## config.mk

```make
export PLATFORM = sky130hd
export DESIGN_NAME = lru_page_replacement
export DESIGN_NICKNAME = d
export VERILOG_FILES = /design/src/lrup_pkg.sv /design/src/lrup_in_stage.sv /design/src/lrup_frame_set.sv /design/src/lrup_out_stage.sv /design/src/lru_page_replacement.sv
export SDC_FILE = /design/constraint.sdc
export NUM_CORES = 1
export LEC_CHECK = 0
export BUFFER_PORTS_ARGS = -buffer_cell sky130_fd_sc_hd__buf_4
export CORE_MARGIN = 4
export CORE_UTILIZATION = 50
export CTS_CLUSTER_SIZE = 30
export DETAILED_ROUTE_END_ITERATION = 16
export HOLD_SLACK_MARGIN = 0.03
export PLACE_DENSITY_LB_ADDON = 0.2
export SETUP_SLACK_MARGIN = 0.1
export SYNTH_ARGS = -nofsm -noshare
export SYNTH_HDL_FRONTEND = slang
export SYNTH_SLANG_ARGS = --single-unit
export TNS_END_PERCENT = 20
```

## constraint.sdc

```tcl
create_clock -name aclk -period 7.6 [get_ports aclk]
set_input_delay 0.38 -clock aclk [delete_from_list [all_inputs] [get_ports aclk]]
set_output_delay 0.38 -clock aclk [all_outputs]
set_load 0.01 [all_outputs]
```

## src/lrup_pkg.sv

```systemverilog
// ----------------------------------------------------------------------------
// LRU page replacement package
// Shared widths, the result and request records, and small helper functions.
// ----------------------------------------------------------------------------
package lrup_pkg;

    localparam int MAX_FRAMES  = 16;
    localparam int PAGE_BITS   = 16;
    localparam int FRAME_BITS  = $clog2(MAX_FRAMES);
    localparam int COUNT_BITS  = $clog2(MAX_FRAMES + 1);
    localparam int CFG_BITS    = 5;
    localparam int FAULT_BITS  = 32;
    localparam int FRAMES_RESET = 4;

    typedef struct packed {
        logic                 fire;
        logic [PAGE_BITS-1:0] page;
    } lrup_req_t;

    typedef struct packed {
        logic                  hit;
        logic [FRAME_BITS-1:0] frame_index;
        logic                  evicted_valid;
        logic [PAGE_BITS-1:0]  evicted_page;
        logic [FAULT_BITS-1:0] fault_total;
    } lrup_result_t;

    // Zero acts as one, anything above the frame count as the frame count.
    function automatic logic [COUNT_BITS-1:0] clamp_frames(input logic [CFG_BITS-1:0] v);
        logic [COUNT_BITS-1:0] n;
        if (v == '0) begin
            n = COUNT_BITS'(1);
        end else if (int'(v) > MAX_FRAMES) begin
            n = COUNT_BITS'(MAX_FRAMES);
        end else begin
            n = COUNT_BITS'(v);
        end
        return n;
    endfunction

    function automatic logic [FRAME_BITS-1:0] lowest_set(input logic [MAX_FRAMES-1:0] v);
        logic [FRAME_BITS-1:0] idx;
        idx = '0;
        for (int i = MAX_FRAMES - 1; i >= 0; i--) begin
            if (v[i]) begin
                idx = FRAME_BITS'(i);
            end
        end
        return idx;
    endfunction

endpackage

```

## src/lrup_in_stage.sv

```systemverilog
// ----------------------------------------------------------------------------
// LRU page replacement input stage
// Registers one incoming page reference and hands it on when the set advances.
// ----------------------------------------------------------------------------
module lrup_in_stage (
    input  logic                          aclk,
    input  logic                          aresetn,
    input  logic                          s_valid,
    output logic                          s_ready,
    input  logic [lrup_pkg::PAGE_BITS-1:0] s_page_number,
    input  logic                          out_free,
    output lrup_pkg::lrup_req_t           req
);
    import lrup_pkg::*;

    logic                 valid_reg;
    logic                 valid_next;
    logic [PAGE_BITS-1:0] page_reg;
    logic                 advance;

    assign advance = valid_reg && out_free;
    assign s_ready = !valid_reg || advance;

    always_comb begin
        valid_next = valid_reg;
        if (s_valid && s_ready) begin
            valid_next = 1'b1;
        end else if (advance) begin
            valid_next = 1'b0;
        end
    end

    always_ff @(posedge aclk) begin
        if (!aresetn) begin
            valid_reg <= 1'b0;
        end else begin
            valid_reg <= valid_next;
        end
    end

    always_ff @(posedge aclk) begin
        if (s_valid && s_ready) begin
            page_reg <= s_page_number;
        end
    end

    assign req.fire = advance;
    assign req.page = page_reg;

endmodule

```

## src/lrup_frame_set.sv

```systemverilog
// ----------------------------------------------------------------------------
// LRU page replacement frame set
// Holds the frames with their ages, looks up one page and updates recency.
// ----------------------------------------------------------------------------
module lrup_frame_set (
    input  logic                          aclk,
    input  logic                          aresetn,
    input  logic                          cfg_wr_en,
    input  logic [lrup_pkg::CFG_BITS-1:0] cfg_wr_data,
    input  lrup_pkg::lrup_req_t           req,
    output lrup_pkg::lrup_result_t        result
);
    import lrup_pkg::*;

    logic [COUNT_BITS-1:0] n_reg;
    logic [MAX_FRAMES-1:0] valid_reg;
    logic [MAX_FRAMES-1:0] valid_next;
    logic [FRAME_BITS-1:0] age_reg  [MAX_FRAMES];
    logic [FRAME_BITS-1:0] age_next [MAX_FRAMES];
    logic [PAGE_BITS-1:0]  pages_reg [MAX_FRAMES];
    logic [FAULT_BITS-1:0] fault_reg;
    logic [FAULT_BITS-1:0] fault_next;

    logic [MAX_FRAMES-1:0] in_use;
    logic [MAX_FRAMES-1:0] match_vec;
    logic [MAX_FRAMES-1:0] free_vec;
    logic [MAX_FRAMES-1:0] lru_vec;
    logic [MAX_FRAMES-1:0] bump_vec;
    logic                  hit;
    logic                  free_found;
    logic [FRAME_BITS-1:0] sel;
    logic [FRAME_BITS-1:0] sel_age;

    always_comb begin
        for (int i = 0; i < MAX_FRAMES; i++) begin
            in_use[i]    = COUNT_BITS'(i) < n_reg;
            match_vec[i] = in_use[i] && valid_reg[i] && (pages_reg[i] == req.page);
            free_vec[i]  = in_use[i] && !valid_reg[i];
            lru_vec[i]   = in_use[i] && valid_reg[i]
                           && (COUNT_BITS'(age_reg[i]) == n_reg - COUNT_BITS'(1));
        end
        hit        = |match_vec;
        free_found = |free_vec;
        priority if (hit) begin
            sel = lowest_set(match_vec);
        end else if (free_found) begin
            sel = lowest_set(free_vec);
        end else begin
            sel = lowest_set(lru_vec);
        end
        sel_age = age_reg[sel];
        for (int i = 0; i < MAX_FRAMES; i++) begin
            bump_vec[i] = in_use[i] && valid_reg[i] && (FRAME_BITS'(i) != sel)
                          && (!hit || (age_reg[i] < sel_age));
        end
    end

    always_comb begin
        valid_next = valid_reg;
        fault_next = fault_reg;
        for (int i = 0; i < MAX_FRAMES; i++) begin
            age_next[i] = age_reg[i];
        end
        if (cfg_wr_en) begin
            valid_next = '0;
            for (int i = 0; i < MAX_FRAMES; i++) begin
                age_next[i] = '0;
            end
        end else if (req.fire) begin
            valid_next[sel] = 1'b1;
            for (int i = 0; i < MAX_FRAMES; i++) begin
                if (FRAME_BITS'(i) == sel) begin
                    age_next[i] = '0;
                end else if (bump_vec[i]) begin
                    age_next[i] = age_reg[i] + FRAME_BITS'(1);
                end
            end
            if (!hit && (fault_reg != '1)) begin
                fault_next = fault_reg + FAULT_BITS'(1);
            end
        end
    end

    always_ff @(posedge aclk) begin
        if (!aresetn) begin
            n_reg     <= clamp_frames(CFG_BITS'(FRAMES_RESET));
            valid_reg <= '0;
            fault_reg <= '0;
            for (int i = 0; i < MAX_FRAMES; i++) begin
                age_reg[i] <= '0;
            end
        end else begin
            if (cfg_wr_en) begin
                n_reg <= clamp_frames(cfg_wr_data);
            end
            valid_reg <= valid_next;
            fault_reg <= fault_next;
            for (int i = 0; i < MAX_FRAMES; i++) begin
                age_reg[i] <= age_next[i];
            end
        end
    end

    always_ff @(posedge aclk) begin
        if (req.fire && !cfg_wr_en && !hit) begin
            pages_reg[sel] <= req.page;
        end
    end

    assign result.hit           = hit;
    assign result.frame_index   = sel;
    assign result.evicted_valid = !hit && !free_found;
    assign result.evicted_page  = (!hit && !free_found) ? pages_reg[sel] : '0;
    assign result.fault_total   = fault_next;

    a_match_unique: assert property (@(posedge aclk) disable iff (!aresetn)
        $onehot0(match_vec))
        else $error("page resident in more than one frame");

    a_lru_unique: assert property (@(posedge aclk) disable iff (!aresetn)
        (req.fire && !hit && !free_found) |-> $onehot(lru_vec))
        else $error("no single least recently used frame in a full set");

    a_flush: assert property (@(posedge aclk) disable iff (!aresetn)
        cfg_wr_en |=> (valid_reg == '0))
        else $error("frames not flushed after a register write");

    a_in_use_only: assert property (@(posedge aclk) disable iff (!aresetn)
        (valid_reg & ~in_use) == '0)
        else $error("valid frame outside the frames in use");

endmodule

```

## src/lrup_out_stage.sv

```systemverilog
// ----------------------------------------------------------------------------
// LRU page replacement output stage
// Holds one result item until the downstream side takes it.
// ----------------------------------------------------------------------------
module lrup_out_stage (
    input  logic                        aclk,
    input  logic                        aresetn,
    input  logic                        load,
    input  lrup_pkg::lrup_result_t      result,
    output logic                        out_free,
    output logic                        m_valid,
    input  logic                        m_ready,
    output lrup_pkg::lrup_result_t      m_result
);
    import lrup_pkg::*;

    logic         valid_reg;
    logic         valid_next;
    lrup_result_t result_reg;

    assign out_free = !valid_reg || m_ready;

    always_comb begin
        valid_next = valid_reg;
        if (load) begin
            valid_next = 1'b1;
        end else if (m_ready) begin
            valid_next = 1'b0;
        end
    end

    always_ff @(posedge aclk) begin
        if (!aresetn) begin
            valid_reg <= 1'b0;
        end else begin
            valid_reg <= valid_next;
        end
    end

    always_ff @(posedge aclk) begin
        if (load) begin
            result_reg <= result;
        end
    end

    assign m_valid  = valid_reg;
    assign m_result = result_reg;

endmodule

```

## src/lru_page_replacement.sv

```systemverilog
// ----------------------------------------------------------------------------
// LRU page replacement
// Fully associative page-frame set with least-recently-used replacement.
// ----------------------------------------------------------------------------
//  channel   direction  handshake            payload
//  s_        in         s_valid / s_ready    page_number
//  m_        out        m_valid / m_ready    hit, frame_index, evicted_valid,
//                                            evicted_page, fault_total
//  cfg_      in         cfg_wr_en            frames_in_use (flushes frames)
//
//  One item per cycle while m_ready is high; an accepted item passes the input
//  register, then lookup and update into the result register.
//  Reset: frames in use 4, all frames empty, fault count zero.
//  m_ready low holds the result; one more item waits in the input register,
//  then s_ready drops.
// ----------------------------------------------------------------------------
module lru_page_replacement (
    input  logic                             aclk,
    input  logic                             aresetn,
    input  logic                             cfg_wr_en,
    input  logic [lrup_pkg::CFG_BITS-1:0]    cfg_wr_data,
    input  logic                             s_valid,
    output logic                             s_ready,
    input  logic [lrup_pkg::PAGE_BITS-1:0]   s_page_number,
    output logic                             m_valid,
    input  logic                             m_ready,
    output logic                             m_hit,
    output logic [lrup_pkg::FRAME_BITS-1:0]  m_frame_index,
    output logic                             m_evicted_valid,
    output logic [lrup_pkg::PAGE_BITS-1:0]   m_evicted_page,
    output logic [lrup_pkg::FAULT_BITS-1:0]  m_fault_total
);
    import lrup_pkg::*;

    lrup_req_t    req;
    lrup_result_t result;
    lrup_result_t m_result;
    logic         out_free;

    lrup_in_stage u_in_stage (
        .aclk          (aclk),
        .aresetn       (aresetn),
        .s_valid       (s_valid),
        .s_ready       (s_ready),
        .s_page_number (s_page_number),
        .out_free      (out_free),
        .req           (req)
    );

    lrup_frame_set u_frame_set (
        .aclk        (aclk),
        .aresetn     (aresetn),
        .cfg_wr_en   (cfg_wr_en),
        .cfg_wr_data (cfg_wr_data),
        .req         (req),
        .result      (result)
    );

    lrup_out_stage u_out_stage (
        .aclk     (aclk),
        .aresetn  (aresetn),
        .load     (req.fire),
        .result   (result),
        .out_free (out_free),
        .m_valid  (m_valid),
        .m_ready  (m_ready),
        .m_result (m_result)
    );

    assign m_hit           = m_result.hit;
    assign m_frame_index   = m_result.frame_index;
    assign m_evicted_valid = m_result.evicted_valid;
    assign m_evicted_page  = m_result.evicted_page;
    assign m_fault_total   = m_result.fault_total;

endmodule
```

# Yosys cells after proc, flatten, opt, wreduce, memory -nomap -nowiden
# Memories as Yosys holds them, arrays and structs flattened. A register that Yosys moved wholly into a read port is not among the register bits.
# Cells that the tools add are included.
# totals
ram_bits,320
input_bits,26
wordCells,412
reg_bits,109
memories,2
# mem_list
memory,words,width,rd,rd_clocked_by_memory_dff,write_ports,line_no,text
u_frame_set.pages_reg,16,16,17,1,1,lrup_frame_set.sv:20,logic [PAGE_BITS-1:0] pages_reg [MAX_FRAMES];
u_frame_set.age_reg,16,4,17,0,16,lrup_frame_set.sv:18,logic [FRAME_BITS-1:0] age_reg [MAX_FRAMES];
# op_classes
eq_ne,63
magnitude_cmp,35
add_sub_neg,18
n_bitwise,18
n_mux,115
n_reduce_logical,151
# op_table
op,n
$mux W4,98
$eq A16 B16 Y1,16
$mux W64,2
$logic_and A1 B1 Y1,103
$mux W32,3
$eq A4 B5 Y1,16
$add A4 B1 Y4 const B,16
$lt A4 B4 Y1,16
$lt A4 B5 Y1 const A,8
$add A32 B1 Y32 const B,1
$eq A4 B4 Y1 const A,8
$ne A32 B32 Y1 const B,1
$ne A4 B4 Y1 const A,8
$reduce_or A16 Y1,2
$logic_not A1 Y1,22
$lt A3 B5 Y1 const A,4
$logic_or A1 B1 Y1,18
$eq A3 B4 Y1 const A,4
$ne A3 B4 Y1 const A,4
$or A1 B1 Y1,16
$or A16 B16 Y16,1
$lt A1 B5 Y1 const A,2
$lt A2 B5 Y1 const A,2
$mux W5,2
16 further kinds,27

# Longest topological paths before layout
# An unclocked memory read counts as a cell.
# logic_depth
depth_word,30
depth_mapped,32
depth_no_buf,23

# Cells and area by module
# Synthesis repeated with hierarchy kept, for this count alone.
# unflattened
hier_cells,2623
hier_area_um2,26186.4
# modules_own_cells
mod,cells_each,instances,area_each_um2
lrup_frame_set,2542,1,23963.0
lrup_out_stage,58,1,1670.4
lrup_in_stage,23,1,553.0

# Worst setup path before layout
# No wires, ideal clock.
# synth_timing
kind,register -> register
startpoint,register u_frame_set.n_reg[0]
endpoint,memory u_frame_set.age_reg[9][0] in the netlist's numbering
path_buffers,9
path_stages_with_launch,29
t_arrival_ns,6.838
setup_slack_ns,0.641
synth_period_minus_slack_ns,6.959
setup_time_ns,0.121
required_time_ns,7.479
path_cell_list,dfxtp_1 > buf_4 > buf_4 > buf_4 > inv_1 > ha_1 > xnor2_1 > clkbuf_1 > xor2_1 > nand4_1 > a32o_1 > nand2_1 > and3_1 > a221oi_2 > o21bai_2 > buf_2 > buf_2 > buf_2 > buf_2 > buf_2 > mux2i_1 > a211oi_1 > o31ai_1 > ha_1 > o21a_1 > o2111a_1 > a21bo_1 > and2_1 > mux2_2
# synth_lines
item,line_no,text
"start, declared",lrup_frame_set.sv:15,logic [COUNT_BITS-1:0] n_reg;
"start signal, assigned",lrup_frame_set.sv:86,n_reg <= clamp_frames(CFG_BITS'(FRAMES_RESET));
"start signal, assigned",lrup_frame_set.sv:94,n_reg <= clamp_frames(cfg_wr_data);
"end, declared",lrup_frame_set.sv:18,

==> impl_metrics.env <==
export IMPL_period_share=0.932
export IMPL_setup_viol=0
export IMPL_ys_types=99
export IMPL_clk_pin_slew_ps=60
export IMPL_portBuffers=81
export IMPL_fin_skew_ps=21.6
export IMPL_rows=84
export IMPL_clk_insertion_delay_late_ps=620
export IMPL_dp_cells=3273
export IMPL_grt_pass1_vias=20700
export IMPL_end_kind="register"
export IMPL_ios=82
export IMPL_clock_sinks=445
export IMPL_wl_per_cell_um=26.5
export IMPL_synthTopCellsByArea="edfxtp_1 (37%), dfxtp_1 (9.0%), xnor2_1 (5.8%)"
export IMPL_max_freq_mhz=141
export IMPL_root_buffer="clkbuf_16"
export IMPL_reg2reg_depth=21
export IMPL_h_tree_depth=2
export IMPL_antenna_cells=0
export IMPL_synth_edff_count=326
export IMPL_synth_top_cells_by_count="edfxtp_1 (326), nand2_1 (195), xnor2_1 (175), nor2_1 (170), xor2_1 (164)"
export IMPL_async_flop_share=0
export IMPL_syn_avg_cell_area_um2=10.5
export IMPL_ys_warn_count=0
export IMPL_syn_area_um2=26600
export IMPL_power_share_clock=0.424
export IMPL_p_int_w=0.00432
export IMPL_r2r_start="u_frame_set.n_reg[2]$_SDFFE_PN1P_"
export IMPL_cts_path_max_buffers=3
export IMPL_die_w_um=238
export IMPL_routabilityCongestion=0.996
export IMPL_cts_tree="yes"
export IMPL_grt_pass1_wl_um=132000
export IMPL_drive_gt1_frac=0.140
export IMPL_via_per_inst=6.26
export IMPL_firstDrtPassIters=5
export IMPL_synthCells=2539
export IMPL_cap_violations=0
export IMPL_grt_ovfl_total=0
export IMPL_syn2layout_area_growth_pct=13.1
export IMPL_pwr_share_seq=0.461
export IMPL_cp_start_kind="register"
export IMPL_core_area_um2=52600
export IMPL_fillers=4486
export IMPL_rsz0062_at_grt="false"
export IMPL_setup_tns_ps=0
export IMPL_nNetsFinal=2747
export IMPL_detail_route_iter0_violations=2233
export IMPL_yosysSeqAreaShare=0.458
export IMPL_min_to="u_frame_set.n_reg[4]$_SDFFE_PN0P_"
export IMPL_use_met1=0.411
export IMPL_ys_ff_latch=445
export IMPL_irDropWorstVdd_v=0.000209
export IMPL_die_h_um=238
export IMPL_antenna_found_initial=0
export IMPL_synth_top_flop_cell="edfxtp_1"
export IMPL_switching_share=0.254
export IMPL_max_slew_margin=0.232
export IMPL_worstSetupPathType="register to register"
export IMPL_hold_depth=3
export IMPL_reg2reg_to="u_frame_set.age_reg[15][2]$_SDFFE_PP0P_"
export IMPL_hp_start="cfg_wr_data[4]"
export IMPL_met2_usage=0.491
export IMPL_min_period_ps=7090
export IMPL_power_density_nw_per_um2=193
export IMPL_grt_start_max_net_pins=65
export IMPL_cp_required_ps=8150
export IMPL_worst_slew_pin_slew_ps=1150
export IMPL_synth_most_common_cell="edfxtp_1"
export IMPL_die_area_um2=56900
export IMPL_final_cells=3382
export IMPL_largest_reg_flops=256
export IMPL_p_leak_nw=10.6
export IMPL_drcViolationCount=0
export IMPL_min_path_type="primary input to register"
export IMPL_drv_slew=0
export IMPL_detail_route_antenna_nets=0
export IMPL_cts_buffers=48
export IMPL_cp_max_fo=35
export IMPL_power_frac_comb=0.115
export IMPL_status="complete, no violations"
export IMPL_hold_viol=0
export IMPL_grt_util_all_layers=0.307
export IMPL_routed_wl_um=89600
export IMPL_critPathArrivalTime_ps=7630
export IMPL_rrSetupSlack_ps=510
export IMPL_grt_busiest_layer="met2"
export IMPL_start_util=0.505
export IMPL_dr_total_vias=21200
export IMPL_yosysTopAreaCell="edfxtp_1"
export IMPL_switchingPower_w=0.00147
export IMPL_met3_usage=0.0511
export IMPL_dp_hpwl_um=66000
export IMPL_syn_nets=2632
export IMPL_synth_top_area_frac=0.369
power groups by stage:
stage / combinational [W] / sequential, W / clock, W
after floorplan: 0.000427 / 0.00271 / 0
after global placement: 0.000641 / 0.00272 / 0
after detailed placement: 0.000645 / 0.00272 / 0
after CTS: 0.000654 / 0.00267 / 0.00249
after global routing: 0.000703 / 0.00267 / 0.00258
final: 0.000663 / 0.00267 / 0.00245
repair_timing:
| item | in CTS | in global routing |
|---|---|---|
| hold buffers | 18 | 0 |
| setup buffers | 0 | 1 |
| endpoints found under the hold margin | 18 | 0 |
| endpoints found under the setup margin | 0 | 60 |
| gates resized for setup | 0 | 2 |
metrics by stage:
stage	setup WS (ps)	power [W]	hold slack, ps	cell area [µm²]	utilization
detailed placement	270	0.00336	517	28200	0.536
global route	168	0.00596	90.2	30000	0.572
finish	514	0.00578	73.9	30000	0.572
CTS	232	0.00581	49.2	30000	0.571
global placement	381	0.00336	493	28200	0.536
floorplan	641	0.00314	469	26600	-
cell families (layout without fill, tap and decap cells):
family | Yosys count | in the layout | share of synthesized area
compound gates | 451 | 451 | 0.116
fa+ha+maj | 67 | 67 | 0.0316
mux | 165 | 165 | 0.0652
simple gates | 889 | 889 | 0.176
flops | 445 | 445 | 0.458
buf+inv | 170 | 325 | 0.0299
xor+xnor | 352 | 352 | 0.123
layout make-up:
class                           count  area, µm²  area share
Clock inverter                     27        294     0.00979
Timing Repair Buffer              202       1560      0.0520
Clock buffer                       63       1360      0.0453
Inverter                           33        125     0.00417
Tap cell                          688        861      0.0287
Sequential cell                   445      12200       0.405
Multi-Input combinational cell   1924      13700       0.455
layer usage:
| layer | wire (µm) | share of wire |
|---|---|---|
| met1 | 37100 | 0.41 |
| met2 | 41100 | 0.46 |
| met3 | 6460 | 0.072 |
| met4 | 4910 | 0.055 |
| met5 | 0 | 0 |
critical path, cell delays in order, from the launching register on:
cell,delay [ps]
dfxtp_1,530
buf_4,300
a2111oi_2,610
o22ai_1,200
nor3_1,460
nand2b_1,150
a211oi_1,450
and3_1,270
a221oi_2,110
o21bai_4,880
buf_4,370
mux2_2,350
nor2_1,80
a21oi_1,40
a21oi_1,150
a21o_1,530
ha_1,370
a21o_1,170
a211oi_1,230
nand2_1,170
a2111oi_0,410
a31o_1,160
layout by cell type, fill, tap and decap left out, types with 43 or more instances in the layout:
cell type and n:
xor2_1 164, nor2_1 170, xnor2_1 175, and3_1 43, ha_1 67, and2_1 52
nand2_1 195, o21ai_0 94, nand4_1 62, edfxtp_1 326, nor4_1 52, a21oi_1 82
clkbuf_16 51, buf_4 184, mux2_2 64, mux2i_1 101, nand3_1 98, nor3_1 61
dfxtp_1 118
how the worst max path moves through the flow:
stage                                                 start                                 endpoint  slack (ps)  cells past startpoint
after floorplan           u_frame_set.n_reg[0]$_SDFFE_PN0P_   u_frame_set.age_reg[9][0]$_SDFFE_PP0P_         640                     28
after global placement    u_frame_set.n_reg[2]$_SDFFE_PN1P_   u_frame_set.age_reg[2][2]$_SDFFE_PP0P_         380                     22
after detailed placement  u_frame_set.n_reg[2]$_SDFFE_PN1P_  u_frame_set.age_reg[15][2]$_SDFFE_PP0P_         270                     21
after CTS                 u_frame_set.n_reg[2]$_SDFFE_PN1P_  u_frame_set.age_reg[15][2]$_SDFFE_PP0P_         230                     21
after global routing      u_frame_set.n_reg[2]$_SDFFE_PN1P_  u_frame_set.age_reg[15][2]$_SDFFE_PP0P_         170                     21
final                     u_frame_set.n_reg[2]$_SDFFE_PN1P_  u_frame_set.age_reg[15][2]$_SDFFE_PP0P_         510                     21
Power figures use the tool's default switching activity.
